## config.mk

```make
export PLATFORM = sky130hd
export DESIGN_NAME = wvp_ctrl
export DESIGN_NICKNAME = d
export VERILOG_FILES = /design/src/rtl/core/wvp_pkg.sv /design/src/rtl/core/wvp_ctrl.sv
export SDC_FILE = /design/constraint.sdc
export NUM_CORES = 1
export LEC_CHECK = 0
export ABC_AREA = 1
export BUFFER_PORTS_ARGS = -buffer_cell sky130_fd_sc_hd__buf_2
export CAP_MARGIN = 10
export CORE_MARGIN = 2
export CORE_UTILIZATION = 30
export CTS_BUF_LIST = sky130_fd_sc_hd__clkbuf_2
export CTS_CLUSTER_DIAMETER = 60
export DETAILED_ROUTE_END_ITERATION = 16
export PLACE_DENSITY_LB_ADDON = 0.2
export SYNTH_ARGS = -nofsm -noshare
export SYNTH_HDL_FRONTEND = slang
export SYNTH_SLANG_ARGS = --single-unit
```

## constraint.sdc

```tcl
create_clock -name clock -period 2.05 [get_ports clock]
set_input_delay 0.205 -clock clock [delete_from_list [all_inputs] [get_ports clock]]
set_output_delay 0.205 -clock clock [all_outputs]
set_load 0.05 [all_outputs]
```

## src/rtl/core/wvp_pkg.sv

```systemverilog
// wave variable predictor package: widths, register indexes, operation codes,
// the multiply-accumulate program table and the saturation helper
// no dependencies
package wvp_pkg;

   localparam int DATA_W = 32;
   localparam int CFG_W = 31;
   localparam int AXIS_W = 2;
   localparam int DEF_DELAY_DEPTH = 8;
   localparam int DEF_AXES = 3;
   localparam int SUM_W = 34;
   localparam int OPND_W = 34;
   localparam int PROD_W = 68;
   localparam int ACC_W = 68;
   localparam int NUM_W = 64;
   localparam int OP_W = 5;
   localparam int NUM_OPS = 22;
   localparam int TAP_W = 3;
   localparam int RATIO_MIN = 65536;

   // configuration register indexes
   localparam logic [AXIS_W-1:0] CSR_DAMPING = 2'd0;
   localparam logic [AXIS_W-1:0] CSR_ROOT = 2'd1;
   localparam logic [AXIS_W-1:0] CSR_RATIO = 2'd2;

   // coefficient side sources
   localparam logic [1:0] ASRC_ROOT = 2'd0;
   localparam logic [1:0] ASRC_DAMP = 2'd1;
   localparam logic [1:0] ASRC_CONST = 2'd2;

   // data side sources
   localparam logic [3:0] BSRC_VEL = 4'd0;
   localparam logic [3:0] BSRC_WAVE = 4'd1;
   localparam logic [3:0] BSRC_PD = 4'd2;
   localparam logic [3:0] BSRC_PM = 4'd3;
   localparam logic [3:0] BSRC_VM = 4'd4;
   localparam logic [3:0] BSRC_S0 = 4'd5;
   localparam logic [3:0] BSRC_S1 = 4'd6;
   localparam logic [3:0] BSRC_X0 = 4'd7;
   localparam logic [3:0] BSRC_X1 = 4'd8;
   localparam logic [3:0] BSRC_X2 = 4'd9;
   localparam logic [3:0] BSRC_ROW0 = 4'd10;

   // accumulator operations
   localparam logic [1:0] ACC_LOAD = 2'd0;
   localparam logic [1:0] ACC_ADD = 2'd1;
   localparam logic [1:0] ACC_SUB = 2'd2;

   // post-accumulate actions
   localparam logic [2:0] CMT_NONE = 3'd0;
   localparam logic [2:0] CMT_WAVE = 3'd1;
   localparam logic [2:0] CMT_NUM = 3'd2;
   localparam logic [2:0] CMT_SHIFT = 3'd3;
   localparam logic [2:0] CMT_X = 3'd4;
   localparam logic [2:0] CMT_PRED = 3'd5;

   typedef struct packed {
      logic [1:0]  a_src;
      logic [31:0] coef;
      logic [3:0]  b_src;
      logic [1:0]  acc_op;
      logic [2:0]  cmt;
      logic [1:0]  x_idx;
   } op_type;

   typedef struct packed {
      logic            load_item;
      logic            sum_en;
      logic [TAP_W-1:0] sum_idx;
      logic            mul_en;
      logic            acc_en;
      logic            cmt_en;
      logic            out_load;
      op_type          op;
   } cmd_type;

   typedef struct packed {
      logic div_busy;
   } status_type;

   function automatic op_type mk_op(input logic [1:0] a_src, input logic [31:0] coef,
                                    input logic [3:0] b_src, input logic [1:0] acc_op,
                                    input logic [2:0] cmt, input logic [1:0] x_idx);
      op_type o;
      o.a_src = a_src;
      o.coef = coef;
      o.b_src = b_src;
      o.acc_op = acc_op;
      o.cmt = cmt;
      o.x_idx = x_idx;
      return o;
   endfunction

   // program: wave, force numerator, three state rows, output row
   function automatic op_type op_table(input logic [OP_W-1:0] u);
      op_type o;
      case (u)
         5'd0:  o = mk_op(ASRC_ROOT, 32'sd0, BSRC_VEL, ACC_LOAD, CMT_WAVE, 2'd0);
         5'd1:  o = mk_op(ASRC_ROOT, 32'sd0, BSRC_WAVE, ACC_LOAD, CMT_NONE, 2'd0);
         5'd2:  o = mk_op(ASRC_DAMP, 32'sd0, BSRC_VEL, ACC_SUB, CMT_NUM, 2'd0);
         5'd3:  o = mk_op(ASRC_CONST, 32'sd26942419, BSRC_S0, ACC_LOAD, CMT_NONE, 2'd0);
         5'd4:  o = mk_op(ASRC_CONST, 32'sd26368793, BSRC_S1, ACC_ADD, CMT_SHIFT, 2'd0);
         5'd5:  o = mk_op(ASRC_CONST, 32'sd15900309, BSRC_PD, ACC_ADD, CMT_NONE, 2'd0);
         5'd6:  o = mk_op(ASRC_CONST, 32'sd876907, BSRC_PM, ACC_ADD, CMT_NONE, 2'd0);
         5'd7:  o = mk_op(ASRC_CONST, 32'sd26199, BSRC_VM, ACC_ADD, CMT_X, 2'd0);
         5'd8:  o = mk_op(ASRC_CONST, 32'sd173981, BSRC_S0, ACC_LOAD, CMT_NONE, 2'd1);
         5'd9:  o = mk_op(ASRC_CONST, 32'sd349029, BSRC_S1, ACC_ADD, CMT_SHIFT, 2'd1);
         5'd10: o = mk_op(ASRC_CONST, 32'sd1609, BSRC_PD, ACC_ADD, CMT_NONE, 2'd1);
         5'd11: o = mk_op(ASRC_CONST, 32'sd16775606, BSRC_PM, ACC_ADD, CMT_NONE, 2'd1);
         5'd12: o = mk_op(ASRC_CONST, 32'sd33507, BSRC_VM, ACC_ADD, CMT_X, 2'd1);
         5'd13: o = mk_op(ASRC_CONST, 32'sd174521305, BSRC_S0, ACC_LOAD, CMT_NONE, 2'd2);
         5'd14: o = mk_op(ASRC_CONST, 32'sd175564258, BSRC_S1, ACC_ADD, CMT_SHIFT, 2'd2);
         5'd15: o = mk_op(ASRC_CONST, 32'sd1594377, BSRC_PD, ACC_ADD, CMT_NONE, 2'd2);
         5'd16: o = mk_op(ASRC_CONST, -32'sd1594377, BSRC_PM, ACC_ADD, CMT_NONE, 2'd2);
         5'd17: o = mk_op(ASRC_CONST, 32'sd16729581, BSRC_VM, ACC_ADD, CMT_X, 2'd2);
         5'd18: o = mk_op(ASRC_CONST, -32'sd126055583, BSRC_X0, ACC_LOAD, CMT_NONE, 2'd0);
         5'd19: o = mk_op(ASRC_CONST, 32'sd126055583, BSRC_X1, ACC_ADD, CMT_NONE, 2'd0);
         5'd20: o = mk_op(ASRC_CONST, 32'sd3638911, BSRC_X2, ACC_ADD, CMT_NONE, 2'd0);
         5'd21: o = mk_op(ASRC_CONST, -32'sd578795, BSRC_ROW0, ACC_ADD, CMT_PRED, 2'd0);
         default: o = mk_op(ASRC_CONST, 32'sd0, BSRC_VEL, ACC_LOAD, CMT_NONE, 2'd0);
      endcase
      return o;
   endfunction

   // clamp a wide signed value to 32 bits
   function automatic logic [DATA_W-1:0] sat32(input logic [ACC_W-1:0] v);
      logic fits;
      fits = (v[ACC_W-1:DATA_W-1] == '0) || (v[ACC_W-1:DATA_W-1] == '1);
      if (fits) return v[DATA_W-1:0];
      else if (v[ACC_W-1]) return 32'h8000_0000;
      else return 32'h7FFF_FFFF;
   endfunction

endpackage

```

## src/rtl/core/wvp_ctrl.sv

```systemverilog
// controller: sequences tap summing, the multiply-accumulate program,
// the divider wait and the result hand-off; depends on wvp_pkg
module wvp_ctrl
   import wvp_pkg::*;
(
   input  logic       clock,
   input  logic       reset,
   input  logic       req_tvalid,
   output logic       req_tready,
   output logic       rsp_tvalid,
   input  logic       rsp_tready,
   input  status_type status,
   output cmd_type    cmd
);

   localparam logic [2:0] S_IDLE = 3'd0;
   localparam logic [2:0] S_SUM = 3'd1;
   localparam logic [2:0] S_MUL = 3'd2;
   localparam logic [2:0] S_ACC = 3'd3;
   localparam logic [2:0] S_CMT = 3'd4;
   localparam logic [2:0] S_DIV = 3'd5;
   localparam logic [2:0] S_OUT = 3'd6;

   logic [2:0]       state_ff, state_in;
   logic [TAP_W-1:0] tap_ff, tap_in;
   logic [OP_W-1:0]  u_ff, u_in;
   logic             vld_ff, vld_in;

   // next state and commands
   always_comb begin
      state_in = state_ff;
      tap_in = tap_ff;
      u_in = u_ff;
      cmd = '0;
      cmd.op = op_table(u_ff);
      cmd.sum_idx = tap_ff;
      req_tready = (state_ff == S_IDLE);
      case (state_ff)
         S_IDLE: begin
            if (req_tvalid) begin
               cmd.load_item = 1'b1;
               tap_in = '0;
               state_in = S_SUM;
            end
         end
         S_SUM: begin
            cmd.sum_en = 1'b1;
            tap_in = tap_ff + 1'b1;
            if (tap_ff == '1) begin
               u_in = '0;
               state_in = S_MUL;
            end
         end
         S_MUL: begin
            cmd.mul_en = 1'b1;
            state_in = S_ACC;
         end
         S_ACC: begin
            cmd.acc_en = 1'b1;
            if (cmd.op.cmt != CMT_NONE) begin
               state_in = S_CMT;
            end else begin
               u_in = u_ff + 1'b1;
               state_in = S_MUL;
            end
         end
         S_CMT: begin
            cmd.cmt_en = 1'b1;
            u_in = u_ff + 1'b1;
            if (u_ff == OP_W'(NUM_OPS - 1)) state_in = S_DIV;
            else state_in = S_MUL;
         end
         S_DIV: begin
            if (!status.div_busy) state_in = S_OUT;
         end
         S_OUT: begin
            if (!vld_ff || rsp_tready) begin
               cmd.out_load = 1'b1;
               state_in = S_IDLE;
            end
         end
         default: state_in = S_IDLE;
      endcase
      // result valid flag
      if (cmd.out_load) vld_in = 1'b1;
      else if (rsp_tready) vld_in = 1'b0;
      else vld_in = vld_ff;
   end

   always_ff @(posedge clock) begin
      if (reset) begin
         state_ff <= S_IDLE;
         tap_ff <= '0;
         u_ff <= '0;
         vld_ff <= 1'b0;
      end else begin
         state_ff <= state_in;
         tap_ff <= tap_in;
         u_ff <= u_in;
         vld_ff <= vld_in;
      end
   end

   assign rsp_tvalid = vld_ff;

endmodule

```

# Word-level counts from Yosys, hierarchy flattened

Memory sizes are Yosys's and may differ from the RTL's. A register that Yosys moved wholly into a read port is not among the register bits.
Cells that the tools add are included.

Logic and storage cells: 54
Output and inout port bits: 56
Register bits after elaboration: 12
Memory bits (read-only): 1440
Input port bits: 5
Memories kept: 1

Memories:

| memory          | depth | width | read ports | clocked after Yosys merged registers in | write ports | RTL line      | source |
|---|---|---|---|---|---|---|---|
| (no name shown) | 32    | 45    | 1          | 1                                       | 0           | wvp_pkg.sv:97 | `case (u)` |

Add/sub/neg operators: 2
Mux-type cells: 24
Reduce and logical (&&, ||, !) cells: 10
Equality and inequality tests: 13

Operators by type and width:

| kind                  | count |
|---|---|
| $mux W3               | 7 |
| $pmux W3 S7           | 1 |
| $mux W5               | 4 |
| $pmux W5 S3           | 1 |
| $eq A3 B3 Y1 const B  | 4 |
| $mux W1               | 10 |
| $ne A2 B2 Y1 const B  | 5 |
| $eq A3 B2 Y1 const B  | 2 |
| $pmux W3 S2           | 1 |
| $reduce_bool A3 Y1    | 2 |
| $add A5 B1 Y5 const B | 1 |
| $eq A5 B5 Y1 const B  | 1 |
| $reduce_and A4 Y1     | 1 |
| $reduce_bool A2 Y1    | 2 |
| $add A3 B1 Y3 const B | 1 |
| $eq A3 B1 Y1 const B  | 1 |
| $logic_not A3 Y1      | 1 |
| $reduce_and A3 Y1     | 1 |
| $reduce_and A2 Y1     | 1 |
| $logic_not A1 Y1      | 1 |
| $logic_or A1 B1 Y1    | 1 |

# Depth between registers and ports, before layout

Gate-level depths: netlist (run 1).

Word-level depth: 5
Gate-level depth with buffers: 18
Mapped depth without buffers: 18

# Worst setup path after synthesis (run 1)

Ideal clock, no wire load.

Path type: flip-flop to flip-flop
Start: register tap_ff[0]
End: register cmd[28] (netlist name)
Data required time: 1.928 ns
Period minus slack after synthesis: 2.605 ns
Arrival: 2.483 ns
Setup time: 0.122 ns
Cell stages (with the launch flop): 17
Path slack: -0.555 ns
Path buffers: 0
Cells stage by stage: dfxtp_1 ha_1 ha_1 inv_1 nand3_2 nand2_2 nor2_4 nand2_1 nand2_1 inv_1 ha_1 inv_1 nand2_1 inv_2 nor2_4 nand2_1 nand3_1

Cells in the longest elaborated chain, start to end: 5

RTL lines:

| element                         | RTL line       | source |
|---|---|---|
| start, declared                 | wvp_ctrl.sv:25 | `logic [TAP_W-1:0] tap_ff, tap_in;` |
| start signal, assigned          | wvp_ctrl.sv:98 | `tap_ff <= tap_in;` |
| $eq A3 B3 Y1                    | wvp_ctrl.sv:49 | `if (tap_ff == '1) begin` |
| $ne A2 B2 Y1 (no line)          | --             |  |
| $reduce_and A3 Y1 (no line)     | --             |  |
| $mux W5 (no line) (2 in series) | --             |  |

Every way passes these cells.
A chain may end at the register's enable or synchronous reset.

# Worst setup path after layout (run 1)

Start: register tap_ff[0]
End: register cmd[19] (netlist name)

Cells in the longest elaborated chain, start to end: 5

RTL lines:

| element                         | RTL line |
|---|---|
| $eq A3 B3 Y1                    | wvp_ctrl.sv:49 |
| $ne A2 B2 Y1 (no line)          | -- |
| $reduce_and A3 Y1 (no line)     | -- |
| $mux W5 (no line) (2 in series) | -- |

Every way passes these cells.

==> results of run 1 <==
-- layout make-up --
cell class / instances / area (µm²) / area share [%]
inverters: 51 / 229.0 / 5.208
multi-input cells: 266 / 1892 / 43.03
repair buffers: 144 / 1011 / 22.99
flip-flops and latches: 53 / 1076 / 24.47
well taps: 111 / 138.9 / 3.159
clock buffers: 5 / 25.02 / 0.5692
clock inverters: 3 / 25.02 / 0.5692
-- cell usage in the layout, fill, tap and decap left out, drive strengths merged --
master,Yosys,final
clkbuf,2,5
nand4,3,3
ha,15,15
clkinv,0,1
nor3,3,3
and2,1,1
a21oi,9,9
nand2,129,129
o22ai,2,2
o211ai,4,4
buf,11,143
o21ai,14,14
dlygate4sd3,0,1
xor2,1,1
inv,51,52
clkinvlp,0,1
nor2,31,31
dfxtp,53,53
nor4,1,1
or2,1,1
nand3,51,51
o31ai,1,1
-- power breakdown --
group | internal, mW | switching (mW)
clock network | 0.0913 | 0.353
registers | 1.39 | 0.142
logic | 1.67 | 3.30
total | 3.15 | 3.80
-- worst reg2reg max path: stages (launching register included) --
cell and delay [ns]:
dfxtp_4 0.42, ha_4 0.13, ha_4 0.11, inv_2 0.04
nand3_4 0.11, nand2_4 0.09, nor2_4 0.11, nand2_2 0.06
nand2_2 0.08, nand2_4 0.10, ha_4 0.33, inv_4 0.05
nor2_4 0.17, nand2_2 0.09, and2_4 0.16, nand2_1 0.05
-- worst max-delay path by stage --
| stage | to | slack, ns |
|---|---|---|
| 4_1_cts | cmd[35] | -0.04 |
| 3_5_place_dp | cmd[24] | -0.16 |
| 6_report | cmd[19] | -0.05 |
| 3_3_place_gp | cmd[30] | -0.11 |
| 2_1_floorplan | cmd[24] | -0.06 |
| 5_1_grt | cmd[24] | -0.12 |
-- kinds of logic (layout without fill, tap and decap cells) --
| family | after synthesis | in the layout | share of synthesized area [%] |
|---|---|---|---|
| buffers and inverters | 64 | 203 | 10.66 |
| AND/OR/NAND/NOR | 220 | 220 | 38.19 |
| flip-flops | 53 | 53 | 38.15 |
| XOR/XNOR | 1 | 1 | 0.3149 |
| AO/OA/AOI/OAI | 30 | 30 | 5.938 |
| adder cells (fa/ha/maj) | 15 | 15 | 6.748 |
-- flip-flops by register name, summed over array words and instances (netlist names) --
| name | cells |
|---|---|
| cmd | 41 |
| u_ff | 5 |
| state_ff | 3 |
| tap_ff | 3 |
| rsp_tvalid | 1 |
-- through the flow --
stage,worst slack (ns),instance area [µm²],TNS (ns),hold WS [ns]
6_report,-0.05301,4397,-0.1758,0.03398
5_1_grt,-0.1230,4397,-2.001,0.01286
4_1_cts,-0.04146,4096,-0.1636,0.005047
3_5_place_dp,-0.1581,3771,-1.870,0.4690
3_3_place_gp,-0.1070,3771,-1.243,0.4636
2_1_floorplan,-0.05674,2945,-0.1044,0.4132
-- layer usage --
metal,GRT usage [%],vias to the layer above,share of wire [%]
met1,23.86,1341,47
met5,0,-,0
met4,5.585,0,1.4
li1,-,1487,-
met3,3.343,10,4.9
met2,26.59,76,47
-- timing repair --
action	CTS	global route
buffers inserted	11	8
hold endpoints to repair	2	0
resized for setup	45	65
endpoints found under the setup margin	34	39
pin swaps	25	33
hold buffers	1	0
==> flow_metrics.tcl, run 1 <==
set metrics [dict create \
    synth_common_cells "120 x nand2_1, 53 x dfxtp_1, 43 x inv_1" \
    synthCells 383 \
    synth_edf_count 0 \
    antenna_left 0 \
    grt_antenna_before_repair 0 \
    grt_setup_unrepaired "yes" \
    cp_top_family "simple AND/OR/NAND/NOR gates" \
    h-tree-depth 2 \
    wl_per_cell_um 13.56 \
    io_pins 61 \
    rows 35 \
    cts_buffer_depth 2 \
    ys_ff_latch 53 \
    yosys_warnings 0 \
    gp_congestion 0.9204 \
    setup_ws_ns -0.05301 \
    insertedDiodeCount 0 \
    netlist.top_cell.by_area "dfxtp_1" \
    violations "negative setup slack" \
    path_class "register to register" \
    peakVddDrop_uv 440.8 \
    die-area_um2 10060 \
    crit_arrival_ns 2.53 \
    slew_headroom_pct 77.14 \
    worst_clock_skew_ns 0.01680 \
    cp_cell_sequence "ha_4 > ha_4 > inv_2 > nand3_4 > nand2_4 > nor2_4 > nand2_2 > nand2_2 > nand2_4 > ha_4 > inv_4 > nor2_4 > nand2_2 > and2_4 > nand2_1" \
    hold_path.class "input port to register" \
    clk_pin_slew_worst_paths_ns 0.28 \
    slowest_delay_ns 0.42 \
    worst_r2r_path_depth 15 \
    grt_pass1_wl_um 13650 \
    power_density_nw_per_um2 1581 \
    finalWirelength_um 8581 \
    hold_viol 0 \
    vias_per_cell 4.603 \
    hold_start "rsp_tready" \
    die_w_um 100.3 \
    path_depth 15 \
    cts_tree "built" \
    dpl.cell_count 605 \
    total_power_mw 6.952 \
    max-cap-violations 0 \
    place_hpwl_um 6628 \
    synthArstFlopShare_pct 0 \
    total_leakage_power_nw 2.309 \
    overflow 0 \
    drt_iter0_markers 112 \
    synth_area_leaders "dfxtp_1 38%, nand2_1 16%, nand3_1 7.4%, ha_1 6.7%, inv_1 5.8%" \
    period_minus_slack_ns 2.103 \
    coreArea_um2 9109 \
    ys_types 32 \
    grt_pass1_vias 2822 \
    crit_fanout 6 \
    die_h_um 100.3 \
    first_pass_iters 4 \
    synth.avg_cell_area_um2 7.262 \
    synth_most_common_cell "nand2_1" \
    holdPathStages 4 \
    num_vias 2914 \
    fin_crit_sh_pct 102.6 \
    status "finished, violations left" \
    setup_viol 12 \
    tightest_slew_ns 0.3393 \
    numCtsBuffers 5 \
    instances_no_fill 633 \
    crit_start "tap_ff[0]" \
    end_kind "register" \
    r2r_start "tap_ff[0]" \
    synth_area_um2 2781 \
    fmax_mhz 475.5 \
    slowest_stage "dfxtp_4" \
    synth_top_area_share_pct 38.15 \
    path_buf_inv 2 \
    synth_nets 403 \
    clkSinkCount 53 \
    synth-main-ff-cell "dfxtp_1" \
    track_usage_pct 17.13 \
    clock_latency_ns 0.45 \
    min_to "rsp_tvalid" \
    drive_above_1_share_pct 51.72 \
    cts-root-buf "clkbuf_2" \
    regToRegSetupSlack_ns -0.05 \
    r2r_end "cmd[19]" \
    startpoint_type "register" \
    initial_core_util_pct 30.54 \
    critPathRequiredTime_ns 2.48 \
    grt_max_degree 19 \
    port_buffers 60 \
    nNetsFinal 541 \
    area_delta_synth_final_pct 58.07 \
    slew_violations 0 \
    yosysSeqAreaShare_pct 38.15 \
    drc 0 \
    num-fill-cells 900 \
    post-route-util_pct 48.27 \
]
Note: power is estimated with default switching activity, not from simulation.
==> run 2, diff against run 1 <==
--- a/config.mk
+++ b/config.mk
@@ -13,7 +13,6 @@
 export CTS_BUF_LIST = sky130_fd_sc_hd__clkbuf_2
 export CTS_CLUSTER_DIAMETER = 60
 export DETAILED_ROUTE_END_ITERATION = 16
-export PLACE_DENSITY_LB_ADDON = 0.2
 export SYNTH_ARGS = -nofsm -noshare
 export SYNTH_HDL_FRONTEND = slang
 export SYNTH_SLANG_ARGS = --single-unit
==> flow_metrics.tcl, run 2 (same netlist as run 1, synthesis figures left out) <==
set metrics [dict create \
    status "finished, violations left" \
    violations "negative setup slack" \
    die_w_um 100.3 \
    worst_clock_skew_ns 0.02557 \
    grt_pass1_vias 2802 \
    gp_congestion 0.9376 \
    setup_ws_ns -0.06923 \
    largest_reg_flops 41 \
    pre_cts_ws_ns -0.1847 \
    setup_viol 21 \
    cts_buffer_depth 2 \
    vias_per_cell 4.774 \
    num_vias 2979 \
    port_buffers 60 \
    track_usage_pct 16.63 \
    power_density_nw_per_um2 1637 \
    numCtsBuffers 5 \
    layout_common_cells "88 x nand2_1, 66 x buf_4, 60 x buf_2, 47 x dfxtp_1, 31 x inv_1" \
    die-area_um2 10060 \
    clkSinkCount 53 \
    worst_r2r_path_depth 15 \
    cts-root-buf "clkbuf_2" \
    peakVddDrop_uv 515.7 \
    crit_start "tap_ff[1]" \
    path_class "register to register" \
    nNetsFinal 532 \
    startpoint_type "register" \
    regToRegSetupSlack_ns -0.07 \
    total_leakage_power_nw 2.296 \
    end_kind "register" \
    area_delta_synth_final_pct 55.87 \
    fmax_mhz 471.9 \
    cts_tree "built" \
    drc 0 \
    h-tree-depth 2 \
    antenna_left 0 \
    r2r_start "tap_ff[1]" \
    finalWirelength_um 8486 \
    grt_max_degree 19 \
    wl_per_cell_um 13.60 \
    fin_crit_sh_pct 103.4 \
    coreArea_um2 9109 \
    first_pass_iters 6 \
    drive_above_1_share_pct 52.83 \
    tightest_slew_ns 0.3895 \
    io_pins 61 \
    initial_core_util_pct 30.54 \
    rows 35 \
    grt_pass1_wl_um 13320 \
    hold_slack_ns 0.02048 \
    slew_headroom_pct 73.96 \
    drt_iter0_markers 236 \
    hold_viol 0 \
    crit_arrival_ns 2.52 \
    place_hpwl_um 6250 \
    r2r_end "cmd[24]" \
    overflow 0 \
    max-cap-violations 0 \
    period_minus_slack_ns 2.119 \
    die_h_um 100.3 \
    slew_violations 0 \
    clock_latency_ns 0.47 \
    critPathRequiredTime_ns 2.45 \
    clk_pin_slew_worst_paths_ns 0.27 \
    grt_setup_unrepaired "yes" \
    grt_antenna_before_repair 0 \
    final_common_cell "nand2_1" \
    hold_path.class "input port to register" \
    crit_fanout 6 \
    endpoint "cmd[24]" \
    insertedDiodeCount 0 \
    setup_tns_ns -0.5636 \
]
-- run 2: critical path: stages (launching register included) --
cell,delay (ns)
dfxtp_4,0.42
ha_4,0.16
ha_4,0.14
inv_2,0.05
nand3_4,0.12
nand2_4,0.13
inv_1,0.06
nand3_2,0.09
nand3_4,0.14
buf_8,0.18
buf_12,0.13
nand2_8,0.08
buf_4,0.12
nor2_4,0.04
a21oi_2,0.13
nand2_1,0.07
-- run 2: timing repair --
item                                    4_1_cts  5_1_grt
endpoints found under the setup margin       27       37
hold buffers                                  1        0
resized for setup                            24       83
buffers inserted                             10       11
hold endpoints to repair                      5        0
cloned                                        0        1
pin swaps                                    13       28
-- run 2: per-layer routing --
layer,wire (µm),GRT usage [%],vias up
met5,0,0,-
met4,271,7.165,0
met3,516,2.577,28
met2,4010,27.00,127
met1,3687,21.89,1349
li1,-,-,1475
-- run 2: how the worst min path moves through the flow --
| stage | startpoint | to | depth (start not counted) |
|---|---|---|---|
| floorplan | rsp_tready | state_ff[1] | 3 |
| global placement | tap_ff[2] | tap_ff[2] | 2 |
| detailed placement | tap_ff[2] | tap_ff[2] | 2 |
| CTS | rsp_tready | rsp_tvalid | 4 |
| global route | rsp_tready | rsp_tvalid | 4 |
| finish | rsp_tready | state_ff[1] | 4 |
-- run 2: final cells by class --
cell class                 instances  area (µm²)
clock buffer                       5       25.02
clock inverter                     3       22.52
fill                             862        4773
inverter                          51       220.2
multi-input combinational        266        1919
sequential                        53        1079
tap                              111       138.9
timing repair buffer             135       930.9
-- run 2: where the power goes --
| part | internal [mW] | switching [mW] | total, mW |
|---|---|---|---|
| clock | 0.0875 | 0.346 | 0.434 |
| sequential | 1.40 | 0.143 | 1.54 |
| combinational | 1.73 | 3.39 | 5.12 |
| total | 3.22 | 3.88 | 7.10 |
-- run 2: through the flow --
stage	cells	utilization [%]	area [µm²]	power [mW]
after floorplan	383	-	2945	4.607
after global placement	593	40.41	3681	5.791
after detailed placement	593	40.41	3681	5.796
after CTS	612	42.86	3904	6.440
after global routing	624	47.60	4335	7.556
final	624	47.60	4335	7.096
